<file path="config.mk">
export PLATFORM = sky130hd
export DESIGN_NAME = pc_keyboard_scancode_emitter
export DESIGN_NICKNAME = d
export VERILOG_FILES = /design/src/sv/pcke_pkg.sv /design/src/sv/pcke_eval.sv /design/src/sv/pc_keyboard_scancode_emitter.sv
export SDC_FILE = /design/constraint.sdc
export NUM_CORES = 1
export LEC_CHECK = 0
export ABC_CLOCK_PERIOD_IN_PS = 11700
export BUFFER_PORTS_ARGS = -buffer_cell sky130_fd_sc_hd__buf_4
export CAP_MARGIN = 20
export CORE_MARGIN = 2
export CORE_UTILIZATION = 45
export CTS_CLUSTER_SIZE = 10
export DETAILED_ROUTE_END_ITERATION = 12
export GPL_TIMING_DRIVEN = 0
export PLACE_DENSITY_LB_ADDON = 0.12
export SLEW_MARGIN = 20
export SYNTH_ARGS = -nofsm -noshare
export SYNTH_HDL_FRONTEND = slang
export SYNTH_SLANG_ARGS = --single-unit
</file>
<file path="constraint.sdc">
create_clock -name clk -period 11.7 [get_ports clk]
set_input_delay 0.585 -clock clk [delete_from_list [all_inputs] [get_ports clk]]
set_output_delay 0.585 -clock clk [all_outputs]
set_load 0.01 [all_outputs]
</file>
<file path="src/sv/pcke_pkg.sv">
`default_nettype none
// ----------------------------------------------------------------------------
// pcke_pkg
// Shared types and constants for the set-1 scan-code emitter.
// ----------------------------------------------------------------------------
package pcke_pkg;

    localparam int KEY_COUNT = 128;
    localparam int KEY_W     = $clog2(KEY_COUNT);

    // request modes
    localparam logic [1:0] MODE_EVENT = 2'd0;
    localparam logic [1:0] MODE_PEEK  = 2'd1;
    localparam logic [1:0] MODE_READ  = 2'd2;

    // config register indexes
    localparam logic CFG_SERVICE = 1'b0;
    localparam logic CFG_PAUSE   = 1'b1;

    localparam logic [6:0] PAUSE_CODE_RST = 7'd69;
    localparam logic [7:0] EXT_PREFIX     = 8'he0;
    localparam logic [7:0] BREAK_BIT      = 8'h80;
    localparam logic [2:0] PAUSE_LEN      = 3'd6;

    typedef struct packed {
        logic [1:0]  mode;
        logic [6:0]  key_code;
        logic        key_pressed;
        logic        key_repeated;
        logic        key_extended;
        logic [31:0] current_time;
    } item_t;

    typedef struct packed {
        logic        byte_valid;
        logic [7:0]  scan_byte;
        logic        last_of_run;
        logic [6:0]  read_code;
        logic [6:0]  repeat_key;
        logic        repeat_key_extended;
        logic [31:0] repeat_press_time;
    } result_t;

    typedef enum logic [1:0] {
        RUN_NONE,
        RUN_PAUSE,
        RUN_CODE
    } run_kind_t;

    // everything needed to replay the beats of one item
    typedef struct packed {
        run_kind_t   kind;
        logic        ext;
        logic [7:0]  code_byte;
        logic [6:0]  read_code;
        logic [6:0]  repeat_key;
        logic        repeat_ext;
        logic [31:0] repeat_time;
    } run_t;

    function automatic logic [7:0] pause_byte(input logic [2:0] idx);
        logic [7:0] b;
        case (idx)
            3'd0:    b = 8'he1;
            3'd1:    b = 8'h1d;
            3'd2:    b = 8'h45;
            3'd3:    b = 8'he1;
            3'd4:    b = 8'h9d;
            3'd5:    b = 8'hc5;
            default: b = 8'h00;
        endcase
        return b;
    endfunction

endpackage
`default_nettype wire

</file>
<file path="src/sv/pcke_eval.sv">
`default_nettype none
// ----------------------------------------------------------------------------
// pcke_eval
// Key state, code latch and repeat tracking; decides the beats of one item.
// ----------------------------------------------------------------------------
module pcke_eval
    import pcke_pkg::*;
(
    input  wire logic       clk,
    input  wire logic       rst_n,
    input  wire logic       service_en,
    input  wire logic [6:0] pause_code,
    input  wire item_t      item,
    input  wire logic       commit,
    output run_t            run
);

    logic [KEY_COUNT-1:0] key_down_reg, key_down_next;
    logic [6:0]           latch_reg, latch_next;
    logic [6:0]           last_key_reg, last_key_next;
    logic                 last_ext_reg, last_ext_next;
    logic [31:0]          last_time_reg, last_time_next;

    logic [KEY_W-1:0] key_idx;
    logic             is_pause;
    logic             take;
    run_kind_t        kind;
    logic [6:0]       rd;

    assign key_idx  = KEY_W'(item.key_code);
    assign is_pause = (item.key_code == pause_code);
    // drop an event that restates the stored key state, unless repeated
    assign take     = (item.key_pressed != key_down_reg[key_idx]) || item.key_repeated;

    always_comb
    begin
        key_down_next  = key_down_reg;
        latch_next     = latch_reg;
        last_key_next  = last_key_reg;
        last_ext_next  = last_ext_reg;
        last_time_next = last_time_reg;
        kind           = RUN_NONE;
        rd             = 7'd0;
        unique case (item.mode)
            MODE_PEEK:
            begin
                rd = latch_reg;
            end
            MODE_READ:
            begin
                rd         = latch_reg;
                latch_next = 7'd0;
            end
            MODE_EVENT:
            begin
                if (is_pause)
                begin
                    if (item.key_pressed && service_en)
                    begin
                        kind          = RUN_PAUSE;
                        last_key_next = 7'd0;
                    end
                end
                else if (take)
                begin
                    if (service_en)
                        kind = RUN_CODE;
                    else if (item.key_pressed)
                        latch_next = item.key_code;
                    key_down_next[key_idx] = item.key_pressed;
                    if (!item.key_pressed)
                        last_key_next = 7'd0;
                    else if (!item.key_repeated)
                    begin
                        last_key_next  = item.key_code;
                        last_ext_next  = item.key_extended;
                        last_time_next = item.current_time;
                    end
                end
            end
            default:
            begin
                // unused mode: no state change
            end
        endcase
    end

    always_comb
    begin
        run.kind        = kind;
        run.ext         = item.key_extended;
        run.code_byte   = {1'b0, item.key_code} | (item.key_pressed ? 8'h00 : BREAK_BIT);
        run.read_code   = rd;
        run.repeat_key  = last_key_next;
        run.repeat_ext  = last_ext_next;
        run.repeat_time = last_time_next;
    end

    always_ff @(posedge clk or negedge rst_n)
    begin
        if (!rst_n)
        begin
            key_down_reg  <= '0;
            latch_reg     <= 7'd0;
            last_key_reg  <= 7'd0;
            last_ext_reg  <= 1'b0;
            last_time_reg <= 32'd0;
        end
        else if (commit)
        begin
            key_down_reg  <= key_down_next;
            latch_reg     <= latch_next;
            last_key_reg  <= last_key_next;
            last_ext_reg  <= last_ext_next;
            last_time_reg <= last_time_next;
        end
    end

endmodule
`default_nettype wire

</file>
<file path="src/sv/pc_keyboard_scancode_emitter.sv">
`default_nettype none
// ----------------------------------------------------------------------------
// pc_keyboard_scancode_emitter
// Emulated keyboard: key events in, set-1 scan-code beats out.
// ----------------------------------------------------------------------------
// Usage:
//   item channel (item_valid/item_ready/item) carries key events (mode 0)
//   and latch reads (mode 1 peek, mode 2 read and clear).
//   result channel (result_valid/result_ready/result) returns one beat per
//   scan byte sent, or a single beat with byte_valid low when nothing is
//   sent; last_of_run marks the final beat of each item.
//   cfg_we/cfg_index/cfg_data write service_enabled (0) or pause_code (1);
//   write only while the block is idle.
// Pipeline: an accepted item goes to the input register, then to the run
//   register, which loads it when the output is free; its beats go out from there.
// Throughput: one beat per cycle while result_ready is high; an item has as
//   many beats as listed (1, 2 for an extended key, 6 for pause), and the
//   next item is evaluated in the cycle its predecessor's last beat leaves,
//   so single-beat items flow at one per cycle.
// Reset: all key-down bits, the latch and repeat tracking clear; the
//   service is off and pause_code is 69.
// Stall: with result_ready low the current beat holds; one item waits in
//   the input register, then item_ready drops.
// ----------------------------------------------------------------------------
module pc_keyboard_scancode_emitter
    import pcke_pkg::*;
(
    input  wire logic       clk,
    input  wire logic       rst_n,
    input  wire logic       cfg_we,
    input  wire logic       cfg_index,
    input  wire logic [6:0] cfg_data,
    input  wire logic       item_valid,
    output logic            item_ready,
    input  wire item_t      item,
    output logic            result_valid,
    input  wire logic       result_ready,
    output result_t         result
);

    // configuration
    logic       service_en_reg;
    logic [6:0] pause_code_reg;

    always_ff @(posedge clk or negedge rst_n)
    begin
        if (!rst_n)
        begin
            service_en_reg <= 1'b0;
            pause_code_reg <= PAUSE_CODE_RST;
        end
        else if (cfg_we)
        begin
            unique case (cfg_index)
                CFG_SERVICE: service_en_reg <= cfg_data[0];
                CFG_PAUSE:   pause_code_reg <= cfg_data;
            endcase
        end
    end

    // input register
    item_t item_reg;
    logic  item_valid_reg;

    // run register: the decoded beats of the item being sent
    run_t       run_reg;
    logic       run_valid_reg;
    logic [2:0] beat_reg;

    run_t       run_next;
    logic       run_load;
    logic       beat_fire;
    logic       beat_last;
    logic [2:0] beat_count;

    always_comb
    begin
        unique case (run_reg.kind)
            RUN_PAUSE: beat_count = PAUSE_LEN;
            RUN_CODE:  beat_count = run_reg.ext ? 3'd2 : 3'd1;
            default:   beat_count = 3'd1;
        endcase
    end

    assign beat_last  = (beat_reg == beat_count - 3'd1);
    assign beat_fire  = run_valid_reg && result_ready;
    // evaluate the waiting item once the output has room for its run
    assign run_load   = item_valid_reg && (!run_valid_reg || (beat_fire && beat_last));
    assign item_ready = !item_valid_reg || run_load;

    pcke_eval u_eval (
        .clk        (clk),
        .rst_n      (rst_n),
        .service_en (service_en_reg),
        .pause_code (pause_code_reg),
        .item       (item_reg),
        .commit     (run_load),
        .run        (run_next)
    );

    always_ff @(posedge clk or negedge rst_n)
    begin
        if (!rst_n)
            item_valid_reg <= 1'b0;
        else if (item_ready)
            item_valid_reg <= item_valid;
    end

    always_ff @(posedge clk)
    begin
        if (item_valid && item_ready)
            item_reg <= item;
    end

    always_ff @(posedge clk or negedge rst_n)
    begin
        if (!rst_n)
        begin
            run_valid_reg <= 1'b0;
            beat_reg      <= 3'd0;
        end
        else if (run_load)
        begin
            run_valid_reg <= 1'b1;
            beat_reg      <= 3'd0;
        end
        else if (beat_fire)
        begin
            if (beat_last)
                run_valid_reg <= 1'b0;
            else
                beat_reg <= beat_reg + 3'd1;
        end
    end

    always_ff @(posedge clk)
    begin
        if (run_load)
            run_reg <= run_next;
    end

    // beat formatting
    always_comb
    begin
        result.byte_valid = 1'b0;
        result.scan_byte  = 8'h00;
        unique case (run_reg.kind)
            RUN_PAUSE:
            begin
                result.byte_valid = 1'b1;
                result.scan_byte  = pause_byte(beat_reg);
            end
            RUN_CODE:
            begin
                result.byte_valid = 1'b1;
                result.scan_byte  = (run_reg.ext && beat_reg == 3'd0) ? EXT_PREFIX
                                                                      : run_reg.code_byte;
            end
            default:
            begin
                result.byte_valid = 1'b0;
                result.scan_byte  = 8'h00;
            end
        endcase
        result.last_of_run         = beat_last;
        result.read_code           = run_reg.read_code;
        result.repeat_key          = run_reg.repeat_key;
        result.repeat_key_extended = run_reg.repeat_ext;
        result.repeat_press_time   = run_reg.repeat_time;
    end

    assign result_valid = run_valid_reg;

endmodule
`default_nettype wire
</file>
==> impl_metrics.yaml <==
critical_path:
  cp_max_fo: 10
  start_kind: "flip-flop"
  cpMaxStageDelayCell: "buf_1"
  path_cells: "clkbuf_1 -> buf_1 -> mux4_2 -> mux4_2 -> mux4_2 -> mux2_2 -> nor3_1 -> buf_2 -> mux2_2"
  crit_arrival_ps: 5540
  cpPeakStageDelay_ps: 810
  cp-end-kind: "flip-flop"
  cp_data_required_time_ps: 11970
  cpMostUsedCell: "mux4_2"
  critPathKind: "reg -> reg"
cells_and_area:
  instances_no_fill: 1736
  antenna_cells: 0
  largest_reg_flops: 128
  fin_area_mm2: 0.0175
  final_util: 0.538
  nFillCells: 2765
  synthToLayoutAreaGrowth_pct: 17.9
  multiInputGateArea_mm2: 0.00617
  drive_above_1_share: 0.444
  seq_area_mm2: 0.00777
  nets: 1337
synth:
  synthesis.nets: 1179
  synth_top_area_frac: 0.313
  ys_dominant_reg_cell: "dfrtp_1"
  yosysTopAreaCell: "dfrtp_1"
  ys_seq_elements: 290
  synth.most_common_cell: "mux2_2"
  ys_seq_area_frac: 0.525
  yosys_warnings: 0
  synthTopCellsByCount: "mux2_2 (186), dfrtp_1 (185), nand3_1 (128), edfxtp_1 (102), nor3_2 (100)"
  synth.avg_cell_area_um2: 13.3
  netlist_area_mm2: 0.0148
  syn_inst: 1111
  synth_area_leaders: "dfrtp_1 (31%), edfxtp_1 (21%), mux2_2 (14%), nor3_2 (6.8%), mux4_2 (6.4%)"
  synth_cell_types: 41
  synthArstFlopShare: 0.648
  synth-edff-count: 102
placement:
  dp_hpwl_mm: 23.7
  place_area_mm2: 0.0164
  place_congestion: 0.841
  portBuffers: 115
  dp_cells: 1672
clock_network:
  clkTransAtPathRegs_ps: 60
  insertion_delay_ps: 530
  root_buffer: "clkbuf_16"
  clock-sinks: 290
  cts_tree: "built"
  htreeDepth: 2
  ctsLongestPathBuffers: 3
  postCtsSetupBuffers: 0
  cts_resized: 0
  cts_buffers: 36
global_routing:
  grt_pass1_wl_mm: 55.2
  antenna_found_initial: 0
  grtUsageTotal: 0.211
  grt_max_degree: 92
  grt_pass1_vias: 9605
  gr-total-overflow: 0
routing:
  dr.pass1.iters: 6
  wl_met3_mm: 1.83
  routed_wl_mm: 35.8
  drc: 0
  met2_length_mm: 17.2
  vias: 9505
  drtIter0Drc: 588
  postRouteAntennaNets: 0
  routedWlPerCell_um: 20.6
  topRoutingLayerUsed: "met4"
  m1WireLength_mm: 16.0
  vias_per_cell: 5.48
run:
  cap_violations: 0
pwr:
  leakage_uw: 0.00700
  power_uw: 3580
  ir_drop_uv: 116
  power_density_mw_per_mm2: 205
timing:
  worst_pin_slew_ps: 1180
  skew_ps: 17.3
  period_needed_ps: 5280
  slew_headroom: 0.213
  rsz0062_at_grt: "false"
  max_freq_mhz: 190
  setup_viol: 0
  hold_viol: 0
  setup-tns-final_ps: 0
  final-max-slew-violation-count: 0
  post-route-period-util: 0.451
run_status:
  status: "finished, final reports clean"
floorplanning:
  die_h_um: 185
  dieArea_mm2: 0.0344
  core_region_area_mm2: 0.0325
  ios: 116
  start_util: 0.456
  dieWidth_um: 185
  rows: 66
hold_path:
  holdCritPathClass: "in -> reg"
==> path summary, 6_finish.rpt <==
kind                            slack, ps         start                 endpoint  cells after the start
worst max-delay path                 6420  item_reg[36]                result[0]                      9
worst min-delay path                  230      item[38]             item_reg[38]                      1
worst max register to register       6420  item_reg[36]                result[0]                      9
worst min register to register        440  item_reg[39]              run_reg[51]                      0
max in group asynchronous           10550         rst_n        pause_code_reg[0]                      3
min in group asynchronous             450         rst_n  u_eval.key_down_reg[95]                      2
==> layout by cell type (no fill, tap or decap), drive strengths merged, types with 17 or more instances in the layout <==
| cell | count |
|---|---|
| mux4 | 42 |
| nor3 | 134 |
| clkbuf | 116 |
| a22o | 17 |
| edfxtp | 102 |
| nand3 | 128 |
| inv | 17 |
| buf | 206 |
| nand2 | 20 |
| dfrtp | 185 |
| mux2 | 206 |
==> through the flow <==
stage               hold slack (ps)  worst slack, ps
finish                          227             6420
global route                    209             6190
CTS                             202             6340
detailed placement              393             6380
global placement                433             6280
floorplan                       289             7650
==> layer usage <==
layer,vias to the layer above,GRT usage
li1,4419,-
met2,244,0.349
met3,53,0.0344
met4,0,0.0540
met1,4789,0.291
met5,-,0
==> repair_timing <==
item	in CTS	in global routing
hold buffers	1	0
setup endpoints to repair	0	0
hold endpoints to repair	6	0
==> final cells by class <==
cell class	instances	area share
Timing Repair Buffer	120	0.0567
Multi-Input combinational cell	662	0.353
Sequential cell	290	0.445
Clock buffer	59	0.0594
Inverter	15	0.00337
Clock inverter	4	0.00279
Buffer	144	0.0481
Tap cell	442	0.0317
==> report_power, final <==
part / internal (uW) / switching [uW] / total [uW]
logic: 469 / 680 / 1150
registers: 1310 / 87.7 / 1400
clock network: 608 / 425 / 1030
==> worst max-delay path, delay by kind of cell, from the launching register on <==
family | cells | cell delay, ps
flops | 1 | 340
mux | 5 | 2200
simple gates | 1 | 620
buf+inv | 3 | 1820
==> cell families after synthesis <==
family,share of synthesized area
xor gates and xnor gates,0.00650
AOI/OAI and AO/OA,0.0324
muxes,0.221
and+or+nand+nor,0.146
DFF,0.525
adders and majority gates,0.00929
buffers and inverters,0.0606
Note: power is estimated with default switching activity, not from simulation.
